`config.mk`:
```
export PLATFORM = sky130hd
export DESIGN_NAME = row_readback_bitflip_locator
export DESIGN_NICKNAME = d
export VERILOG_FILES = /design/src/rtl/core/rrbl_pkg.sv /design/src/rtl/core/row_readback_bitflip_locator.sv /design/src/rtl/core/rrbl_datapath.sv /design/src/rtl/core/rrbl_ctrl.sv
export SDC_FILE = /design/constraint.sdc
export NUM_CORES = 1
export LEC_CHECK = 0
export BUFFER_PORTS_ARGS = -buffer_cell sky130_fd_sc_hd__buf_2
export CAP_MARGIN = 20
export CORE_ASPECT_RATIO = 0.75
export CORE_UTILIZATION = 40
export CTS_BUF_LIST = sky130_fd_sc_hd__clkbuf_8
export DETAILED_ROUTE_END_ITERATION = 6
export GPL_TIMING_DRIVEN = 0
export HOLD_SLACK_MARGIN = 0.02
export PLACE_DENSITY = 0.55
export SLEW_MARGIN = 10
export SYNTH_ARGS = -nofsm -noshare
export SYNTH_HDL_FRONTEND = slang
export SYNTH_SLANG_ARGS = --single-unit
```
`constraint.sdc`:
```
create_clock -name aclk -period 4.7 [get_ports aclk]
set_input_delay 0.235 -clock aclk [delete_from_list [all_inputs] [get_ports aclk]]
set_output_delay 0.235 -clock aclk [all_outputs]
set_load 0.02 [all_outputs]
```
`src/rtl/core/rrbl_pkg.sv`:
```
// Package: shared constants and controller types for the bit-flip locator.
package rrbl_pkg;

    // Row geometry
    localparam int COLUMNS        = 32;
    localparam int WORDS_PER_READ = 4;
    localparam int CHANNEL_HALVES = 2;
    localparam int GROUP_WORDS    = WORDS_PER_READ * CHANNEL_HALVES;
    localparam int ROW_WORDS      = COLUMNS * GROUP_WORDS;
    localparam int CHECKED_BITS   = COLUMNS * WORDS_PER_READ * 64;
    localparam int COUNT_CAP      = (CHECKED_BITS > 16383) ? 16383 : CHECKED_BITS;

    // Field widths
    localparam int DATA_W  = 64;
    localparam int BIT_W   = 6;
    localparam int INDEX_W = 13;
    localparam int TOTAL_W = 14;
    localparam int COL_W   = 5;
    localparam int WORD_W  = 2;
    localparam int HALF_W  = 1;
    localparam int POS_W   = COL_W + HALF_W + WORD_W;

    // Configuration port
    localparam int CFG_IDX_W  = 2;
    localparam int CFG_DATA_W = 8;

    typedef enum logic [CFG_IDX_W-1:0] {
        REG_PATTERN_BYTE     = 2'd0,
        REG_CHANNEL_HALF     = 2'd1,
        REG_COLUMN_FILTER_ON = 2'd2,
        REG_CHOSEN_COLUMN    = 2'd3
    } cfg_reg_t;

    typedef enum logic {
        ST_IDLE = 1'b0,
        ST_EMIT = 1'b1
    } state_t;

    // Controller to datapath
    typedef struct packed {
        logic load;
        logic emit;
    } dp_cmd_t;

    // Datapath to controller
    typedef struct packed {
        logic has_work;
        logic final_emit;
        logic out_free;
    } dp_status_t;

endpackage

```
`src/rtl/core/row_readback_bitflip_locator.sv`:
```
// Results of a word go from the pending-work register through the output register.
// One word per cycle when it gives no result; otherwise new words wait until its last
// result; one per cycle from the lowest-set-bit serializer as m_ready allows.
// The output register lets the next word be taken while the last result waits.
// Reset (aresetn, synchronous, active low) clears config, row position and flip count.
module row_readback_bitflip_locator (
    input  logic                            aclk,
    input  logic                            aresetn,
    input  logic                            cfg_we,
    input  logic [rrbl_pkg::CFG_IDX_W-1:0]  cfg_index,
    input  logic [rrbl_pkg::CFG_DATA_W-1:0] cfg_data,
    input  logic                            s_valid,
    output logic                            s_ready,
    input  logic [rrbl_pkg::DATA_W-1:0]     s_data_word,
    output logic                            m_valid,
    input  logic                            m_ready,
    output logic                            m_is_flip,
    output logic [rrbl_pkg::INDEX_W-1:0]    m_flip_index,
    output logic                            m_row_end,
    output logic                            m_any_flip,
    output logic [rrbl_pkg::TOTAL_W-1:0]    m_flip_total,
    output logic                            m_last
);

    rrbl_pkg::dp_cmd_t    cmd;
    rrbl_pkg::dp_status_t status;

    // Sequencer
    rrbl_ctrl u_ctrl (
        .aclk    (aclk),
        .aresetn (aresetn),
        .s_valid (s_valid),
        .s_ready (s_ready),
        .status  (status),
        .cmd     (cmd)
    );

    // Compare and result datapath
    rrbl_datapath u_datapath (
        .aclk         (aclk),
        .aresetn      (aresetn),
        .cfg_we       (cfg_we),
        .cfg_index    (cfg_index),
        .cfg_data     (cfg_data),
        .s_data_word  (s_data_word),
        .cmd          (cmd),
        .status       (status),
        .m_valid      (m_valid),
        .m_ready      (m_ready),
        .m_is_flip    (m_is_flip),
        .m_flip_index (m_flip_index),
        .m_row_end    (m_row_end),
        .m_any_flip   (m_any_flip),
        .m_flip_total (m_flip_total),
        .m_last       (m_last)
    );

endmodule

```
`src/rtl/core/rrbl_datapath.sv`:
```
// Datapath: config registers, compare, flip serializer, counters and output register.
module rrbl_datapath (
    input  logic                          aclk,
    input  logic                          aresetn,
    input  logic                          cfg_we,
    input  logic [rrbl_pkg::CFG_IDX_W-1:0]  cfg_index,
    input  logic [rrbl_pkg::CFG_DATA_W-1:0] cfg_data,
    input  logic [rrbl_pkg::DATA_W-1:0]   s_data_word,
    input  rrbl_pkg::dp_cmd_t             cmd,
    output rrbl_pkg::dp_status_t          status,
    output logic                          m_valid,
    input  logic                          m_ready,
    output logic                          m_is_flip,
    output logic [rrbl_pkg::INDEX_W-1:0]  m_flip_index,
    output logic                          m_row_end,
    output logic                          m_any_flip,
    output logic [rrbl_pkg::TOTAL_W-1:0]  m_flip_total,
    output logic                          m_last
);

    // Configuration registers
    logic [7:0]                    pattern_byte_reg;
    logic                          channel_half_reg;
    logic                          column_filter_on_reg;
    logic [rrbl_pkg::COL_W-1:0]    chosen_column_reg;

    always_ff @(posedge aclk) begin
        if (!aresetn) begin
            pattern_byte_reg     <= '0;
            channel_half_reg     <= 1'b0;
            column_filter_on_reg <= 1'b0;
            chosen_column_reg    <= '0;
        end else if (cfg_we) begin
            case (rrbl_pkg::cfg_reg_t'(cfg_index))
                rrbl_pkg::REG_PATTERN_BYTE:     pattern_byte_reg     <= cfg_data;
                rrbl_pkg::REG_CHANNEL_HALF:     channel_half_reg     <= cfg_data[0];
                rrbl_pkg::REG_COLUMN_FILTER_ON: column_filter_on_reg <= cfg_data[0];
                rrbl_pkg::REG_CHOSEN_COLUMN:
                    chosen_column_reg <= cfg_data[rrbl_pkg::COL_W-1:0];
                default: ;
            endcase
        end
    end

    // Position decode and compare of the incoming word
    logic [rrbl_pkg::POS_W-1:0]   pos_reg;
    logic [rrbl_pkg::COL_W-1:0]   in_column;
    logic                         in_half;
    logic [rrbl_pkg::WORD_W-1:0]  in_word;
    logic                         in_closing;
    logic                         in_checked;
    logic [rrbl_pkg::DATA_W-1:0]  in_diff;

    assign in_column  = pos_reg[rrbl_pkg::POS_W-1 -: rrbl_pkg::COL_W];
    assign in_half    = pos_reg[rrbl_pkg::WORD_W];
    assign in_word    = pos_reg[rrbl_pkg::WORD_W-1:0];
    assign in_closing = (pos_reg == rrbl_pkg::POS_W'(rrbl_pkg::ROW_WORDS - 1));
    assign in_checked = (in_half == channel_half_reg) &&
                        (!column_filter_on_reg || (in_column == chosen_column_reg));
    assign in_diff    = in_checked ? (s_data_word ^ {8{pattern_byte_reg}}) : '0;

    // Pending work of the accepted word
    logic [rrbl_pkg::DATA_W-1:0]  diff_reg;
    logic [rrbl_pkg::INDEX_W-1:0] base_reg;
    logic                         closing_reg;

    always_ff @(posedge aclk) begin
        if (!aresetn) begin
            pos_reg <= '0;
        end else if (cmd.load) begin
            pos_reg <= in_closing ? '0 : pos_reg + 1'b1;
        end
    end

    // Lowest set bit of the pending difference
    logic [rrbl_pkg::DATA_W-1:0]  diff_rest;
    logic [rrbl_pkg::DATA_W-1:0]  low_onehot;
    logic [rrbl_pkg::BIT_W-1:0]   low_bit;
    logic                         summary;

    assign diff_rest  = diff_reg & (diff_reg - 1'b1);
    assign low_onehot = diff_reg & ~diff_rest;
    assign summary    = (diff_reg == '0);

    always_comb begin
        low_bit = '0;
        for (int b = 0; b < rrbl_pkg::DATA_W; b++) begin
            if (low_onehot[b]) begin
                low_bit = low_bit | rrbl_pkg::BIT_W'(b);
            end
        end
    end

    always_ff @(posedge aclk) begin
        if (cmd.load) begin
            diff_reg    <= in_diff;
            base_reg    <= {in_column, in_word, {rrbl_pkg::BIT_W{1'b0}}};
            closing_reg <= in_closing;
        end else if (cmd.emit) begin
            diff_reg <= diff_rest;
        end
    end

    // Saturating flip counter
    logic [rrbl_pkg::TOTAL_W-1:0] count_reg;
    logic [rrbl_pkg::TOTAL_W-1:0] count_next;
    logic                         emit_last;

    assign emit_last = summary || (diff_rest == '0);

    always_comb begin
        count_next = count_reg;
        if (!summary && (count_reg < rrbl_pkg::TOTAL_W'(rrbl_pkg::COUNT_CAP))) begin
            count_next = count_reg + 1'b1;
        end
    end

    always_ff @(posedge aclk) begin
        if (!aresetn) begin
            count_reg <= '0;
        end else if (cmd.emit) begin
            count_reg <= (closing_reg && emit_last) ? '0 : count_next;
        end
    end

    // Output register
    logic                         m_valid_reg;
    logic                         is_flip_reg;
    logic [rrbl_pkg::INDEX_W-1:0] flip_index_reg;
    logic                         row_end_reg;
    logic                         any_flip_reg;
    logic [rrbl_pkg::TOTAL_W-1:0] flip_total_reg;
    logic                         last_reg;

    always_ff @(posedge aclk) begin
        if (!aresetn) begin
            m_valid_reg <= 1'b0;
        end else if (cmd.emit) begin
            m_valid_reg <= 1'b1;
        end else if (m_ready) begin
            m_valid_reg <= 1'b0;
        end
    end

    always_ff @(posedge aclk) begin
        if (cmd.emit) begin
            is_flip_reg    <= !summary;
            flip_index_reg <= summary ? '0 : (base_reg | rrbl_pkg::INDEX_W'(low_bit));
            row_end_reg    <= closing_reg && emit_last;
            any_flip_reg   <= (count_next != '0);
            flip_total_reg <= count_next;
            last_reg       <= emit_last;
        end
    end

    assign status.has_work   = (in_diff != '0) || in_closing;
    assign status.final_emit = emit_last;
    assign status.out_free   = !m_valid_reg || m_ready;

    assign m_valid      = m_valid_reg;
    assign m_is_flip    = is_flip_reg;
    assign m_flip_index = flip_index_reg;
    assign m_row_end    = row_end_reg;
    assign m_any_flip   = any_flip_reg;
    assign m_flip_total = flip_total_reg;
    assign m_last       = last_reg;

endmodule

```
`src/rtl/core/rrbl_ctrl.sv`:
```
// Controller: takes one request at a time and sequences its result emission.
module rrbl_ctrl (
    input  logic                 aclk,
    input  logic                 aresetn,
    input  logic                 s_valid,
    output logic                 s_ready,
    input  rrbl_pkg::dp_status_t status,
    output rrbl_pkg::dp_cmd_t    cmd
);

    rrbl_pkg::state_t state_reg;
    rrbl_pkg::state_t state_next;

    always_ff @(posedge aclk) begin
        if (!aresetn) begin
            state_reg <= rrbl_pkg::ST_IDLE;
        end else begin
            state_reg <= state_next;
        end
    end

    // Next state and commands
    always_comb begin
        state_next = state_reg;
        s_ready    = 1'b0;
        cmd.load   = 1'b0;
        cmd.emit   = 1'b0;
        case (state_reg)
            rrbl_pkg::ST_IDLE: begin
                s_ready  = 1'b1;
                cmd.load = s_valid;
                if (s_valid && status.has_work) begin
                    state_next = rrbl_pkg::ST_EMIT;
                end
            end
            rrbl_pkg::ST_EMIT: begin
                cmd.emit = status.out_free;
                if (status.out_free && status.final_emit) begin
                    state_next = rrbl_pkg::ST_IDLE;
                end
            end
            default: begin
                state_next = rrbl_pkg::ST_IDLE;
            end
        endcase
    end

endmodule

```
# Word level (Yosys, flattened, before mapping)
# Cells that the tools add are included.
# word_totals
ff_bits	142
input_bits	79
wordCells	173
# op_classes
n_addsub	3
order_cmp	1
n_eq_ne	16
n_mux	107
bitwise	6
n_reduce_logical	23
# op_table
operator	count
2-to-1 mux 64 bit	4
2-to-1 mux 6 bit	32
AND 64 bit	2
zero test 64 bit	2
2-to-1 mux 5 bit	21
2-to-1 mux 8 bit	8
inverter 64 bit	1
nonzero test 64 bit	1
subtractor 64 x 1 -> 64 bit (second input constant)	1
bitwise XOR 64 bit	1
2-to-1 mux 14 bit	4
2-to-1 mux 4 bit	8
2-to-1 mux 1 bit	23
adder 14 x 1 -> 14 bit (second input constant)	1
< comparator 14 bit (second input constant)	1
!= test 2 x 1 -> 1 bit (second input constant)	7
nonzero test 14 bit	1
OR 13 x 6 -> 13 bit	1
2-to-1 mux 3 bit	4
AND reduction 2 bit	5
adder 8 x 1 -> 8 bit (second input constant)	1
equality test 8 bit (second input constant)	1
!= test 3 x 1 -> 1 bit (second input constant)	2
equality test 5 bit	1
12 further kinds	23

# Depth between registers and ports, before layout
# depth
depth_word	68
mapped_depth	15
mapped_depth_nobuf	10

# Cells and area by module
# From an unflattened synthesis, not the netlist that was laid out.
# unflattened
cells_unflattened	964
hier_area_um2	8946.1
# by_module_without_submodules
module	n_inst	cells_each	area_per_inst_um2
rrbl_datapath	1	957	8888.5
rrbl_ctrl	1	7	57.6

# Worst setup path before layout
# OpenSTA, ideal clock, no wires.
# synth_timing
path_kind	reg2reg
startpoint	reg u_datapath.diff_reg[25] in the netlist's numbering
endpoint	reg u_datapath.any_flip_reg, in the netlist u_datapath.m_any_flip, data pin
arrival_ns	3.149
required_ns	4.441
setup_slack_ns	1.292
path_stages_with_launch	11
period_less_slack_ns	3.408
path_cell_list	edfxtp_1 > clkbuf_1 > or4_1 > nor4_2 > nand4_1 > nor4_2 > nor2_1 > nand4_1 > nor2_1 > or3_1 > a211o_1
# synth_via
elab_chain_cells	5
# synth_lines
element	line_no	text
from (decl)	rrbl_datapath.sv:63	logic [rrbl_pkg::DATA_W-1:0] diff_reg;
from (signal assigned)	rrbl_datapath.sv:96	diff_reg <= in_diff;
from (signal assigned)	rrbl_datapath.sv:100	diff_reg <= diff_rest;
zero test 64 bit	rrbl_datapath.sv:83	assign summary = (diff_reg == '0);
zero test 1 bit	rrbl_datapath.sv:113	if (!summary && (count_reg < rrbl_pkg::TOTAL_W'(rrbl_pkg::COUNT_CAP))) begin
logical AND 1 bit	rrbl_datapath.sv:113	
2-to-1 mux 14 bit	rrbl_datapath.sv:113	
nonzero test 14 bit	rrbl_datapath.sv:150	any_flip_reg <= (count_next != '0);
to (signal assigned)	rrbl_datapath.sv:150	
to (decl)	rrbl_datapath.sv:131	logic any_flip_reg;
# No other way between the ends.
# A chain may end at the register's enable or synchronous reset.

# Worst setup path after layout
# layout_timing
startpoint	reg u_datapath.diff_reg[0] in the netlist's numbering
endpoint	reg u_datapath.count_reg[11] in the netlist's numbering
# layout_via
elab_chain_cells	8
word_cells_on_any_way	12
# layout_lines
element	line_no	text
subtractor 64 x 1 -> 64 bit	rrbl_datapath.sv:81	assign diff_rest = diff_reg & (diff_reg - 1'b1);
AND 64 bit	rrbl_datapath.sv:81	
zero test 64 bit	rrbl_datapath.sv:109	assign emit_last = summary || (diff_rest == '0);
logical OR 1 bit	rrbl_datapath.sv:109	
logical AND 1 bit	rrbl_datapath.sv:122	count_reg <= (closing_reg && emit_last) ? '0 : count_next;
2-to-1 mux 14 bit *	rrbl_datapath.sv:122	
2-to-1 mux 14 bit *	rrbl_datapath.sv:121	end else if (cmd.emit) begin
2-to-1 mux 14 bit *	rrbl_datapath.sv:119	if (!aresetn) begin
to (signal assigned)	rrbl_datapath.sv:122	
to (decl)	rrbl_datapath.sv:105	logic [rrbl_pkg::TOTAL_W-1:0] count_reg;
# Mark *: on every way between the ends. The rest lies on a longest branch, timed or not. The select of a mux whose other input is x is not followed.

==> impl_results.md <==
* Postcts setup bufs at 0
* Total track usage at 0.2876
* Cell Rows at 47
* Setup TNS at 0 ps
* Ys Warns at 0
* Status: finished clean
* Die Ht at 131.7 microns
* Leakage at slightly below 0.004 uW
* Max reg flops at 64
* I/O Pins at approximately 110
* FF+latch area at 3874 sq um
* Register-to-register setup slack at ~280 ps
* Critical path cell sequence: nor4_2, nand4b_1, or4_1, nor2_1, a21boi_0, nand4b_1, or4_4, o211ai_2, buf_6, a21oi_1, a21o_1
* Worst setup startpoint: u_datapath.diff_reg[0]
* Commonest non-fill, non-tap cells in the layout: 121 x nand2_1, 116 x buf_2, 103 x edfxtp_1
* Bufs and invs on worst path at 1
* Worst skew pair latency at 470 ps
* Commonest non-fill, non-tap cell in the layout: nand2_1
* Worst Path Max Fanout at 10
* Max-cap violations at 0
* TritonCTS Buffers at 17
* Die Width at around 170 microns
* Layout cells sized above 1 at 0.1596
* WP data required at 5070 ps
* # placed instances at approximately 1400
* # setup viols final at 0
* Syn Area/Cell at between 9 and 10 sq um
* # port buffers at 111
* Routed Antenna Nets at 0
* # diodes at 0
* Largest net degree at the start of global routing at between 40 and 50
* Syn Nets at about 1100
* Starting Density at 0.4068
* Hold_ws at between 30 and 40 ps
* DRT Pass-1 Iters at 5
* Fin crit share at 0.9401
* Reg2reg path depth at 11
* CTS tree: built
* FILL cells at 2248
* Yosys cell types at 77
* Area of the multi-input gates at between 4000 and 5000 sq um
* Cell count after synthesis at about 1000
* Maximum clock insertion buffer count at 2
* Area delta synth->final at 15.85%
* Clk slew on worst S/H paths at about 100 ps
* Critical R2R Capture: u_datapath.count_reg[11]
* Delay-heaviest family, CP: simple AND/OR/NAND/NOR gates
* Worst path depth at 11
* Final global-route overflow total at 0
* Fin crit period at approximately 4400 ps
* Worst Path Arrival at 4790 ps
* Worst-Margin Slew at about 910 ps
* Unrepaired setup endpoints after global routing: no
* Total clock sinks at 142
* Crit path top cell by count: nand4b_1
* Ys async rst share at 0
* Worst min path class: in2reg
* Avg WL per Cell at roughly 23 microns
* Register area share after synthesis at 0.4319
* Final net count at ~1200
* DRC at 0
* Crit Path Category: reg2reg
* F_max at between 200 and 250 MHz
* Power Dens Cells at roughly 330 nW/um^2
* Routed via count at roughly 8700
* Post-DP HPWL at around 26 mm
* Ys flop type: edfxtp_1
* First-pass GRT wire length at 49.38 mm
* H-tree Lvls at 4
* Critical Path End: u_datapath.count_reg[11]
* Core Area at roughly 22000 sq um
* Clock Root Buffer: clkbuf_8
* Hold Vio Cnt, Final at 0
* Type of origin of the critical path: register
* Final wirelength at ~33 mm
* Post-synthesis register bit count at about 140
* Cts hold-fix bufs at 3
* CP peak stage delay at about 680 ps
* Initial antenna violation count at 1
* CP Capture Type: register
* Pins Over Slew Limit at 0
* Post-synth EDFFs at 103
* VDD IR max at about 0.00020 V
* Synthesized area at between 8000 and 9000 sq um
* Initial DRC Count at roughly 1100
* Critical path's slowest cell: or4_1
* Setup Skew at approximately 20 ps
* Routability congestion estimate at approximately 0.94
* Vias in the first global route at just under 8000
* Max_slew headroom at 0.3904
* Die area at 23030 sq um
* Reg-to-Reg Start: u_datapath.diff_reg[0]
* Post_cts resized at 0
* Final Non-Filler Cells at approximately 1400
* Vias/cell at between 6 and 7
worst min-delay path by stage:
| stage | start | to | slack (ps) | depth (start not counted) |
|---|---|---|---|---|
| 6_report | cfg_data[4] | u_datapath.chosen_column_reg[4] | 40 | 3 |
| 4_1_cts | cfg_data[4] | u_datapath.chosen_column_reg[4] | 30 | 3 |
| 2_1_floorplan | cfg_data[0] | u_datapath.chosen_column_reg[0] | 380 | 2 |
| 5_1_grt | cfg_data[3] | u_datapath.pattern_byte_reg[3] | 40 | 3 |
| 3_5_place_dp | u_datapath.count_reg[4] | u_datapath.count_reg[4] | 480 | 2 |
| 3_3_place_gp | u_datapath.count_reg[4] | u_datapath.count_reg[4] | 480 | 2 |
power by group:
part           switching [uW]  internal, uW  total (uW)
Sequential                148          1490        1640
Combinational             452           234         686
Clock                     590           501        1090
worst register-to-register path: stages, from the launching register on:
cell,delay [ps]
edfxtp_1,540
nor4_2,380
nand4b_1,310
or4_1,680
nor2_1,590
a21boi_0,300
nand4b_1,320
or4_4,580
o211ai_2,240
buf_6,190
a21oi_1,60
a21o_1,160
kinds of logic after synthesis:
group,Yosys count,share of synthesized area
flops,142,0.4319
mux,16,0.01799
compound gates,204,0.1558
buf+inv,84,0.03961
fa+ha+maj,3,0.003905
xor+xnor,87,0.08495
simple gates,457,0.2659
synthesized netlist by cell type (9+ instances only):
master	count	area [sq um]
nand2_1	122	457.9
edfxtp_1	103	3093
nor2_1	82	307.8
xnor2_1	48	420.4
nor3_1	45	225.2
nand3_1	44	220.2
o22ai_1	40	250.2
dfxtp_1	39	780.8
xor2_1	39	341.6
clkbuf_1	34	127.6
o21ai_0	33	165.2
o31ai_1	27	202.7
inv_1	26	97.59
a21oi_1	25	125.1
and3_1	25	156.4
nor4_1	25	156.4
nand4_1	21	131.4
mux2i_1	15	150.1
or3_1	15	93.84
or4_1	14	105.1
a31oi_1	11	68.82
buf_1	10	37.54
nor2b_1	9	56.30
metrics by stage:
stage	instance area [sq um]	total power (uW)	utilization	worst slack [ps]
6_report	10390	3414	0.4712	281.7
5_1_grt	10390	3531	0.4712	111.3
4_1_cts	10390	3400	0.4712	404.6
3_5_place_dp	9930	2319	0.4503	438.7
3_3_place_gp	9893	2319	0.4486	301.4
2_1_floorplan	8970	2022	-	1292
area by class of cell:
class,instances,area share
Buffer,55,0.02372
Tap cell,294,0.03540
Multi-Input combinational cell,767,0.4570
Clock buffer,17,0.02252
Clock inverter,15,0.01902
Inverter,29,0.01060
Timing Repair Buffer,115,0.05900
Sequential cell,142,0.3728
metal layers:
| metal | global-route usage | share of wire |
|---|---|---|
| met1 | 0.4783 | 0.50 |
| met2 | 0.3604 | 0.37 |
| met3 | 0.07002 | 0.11 |
| met4 | 0.05411 | 0.0093 |
| met5 | 0 | 0.00039 |
(Power assumes the default switching activity.)
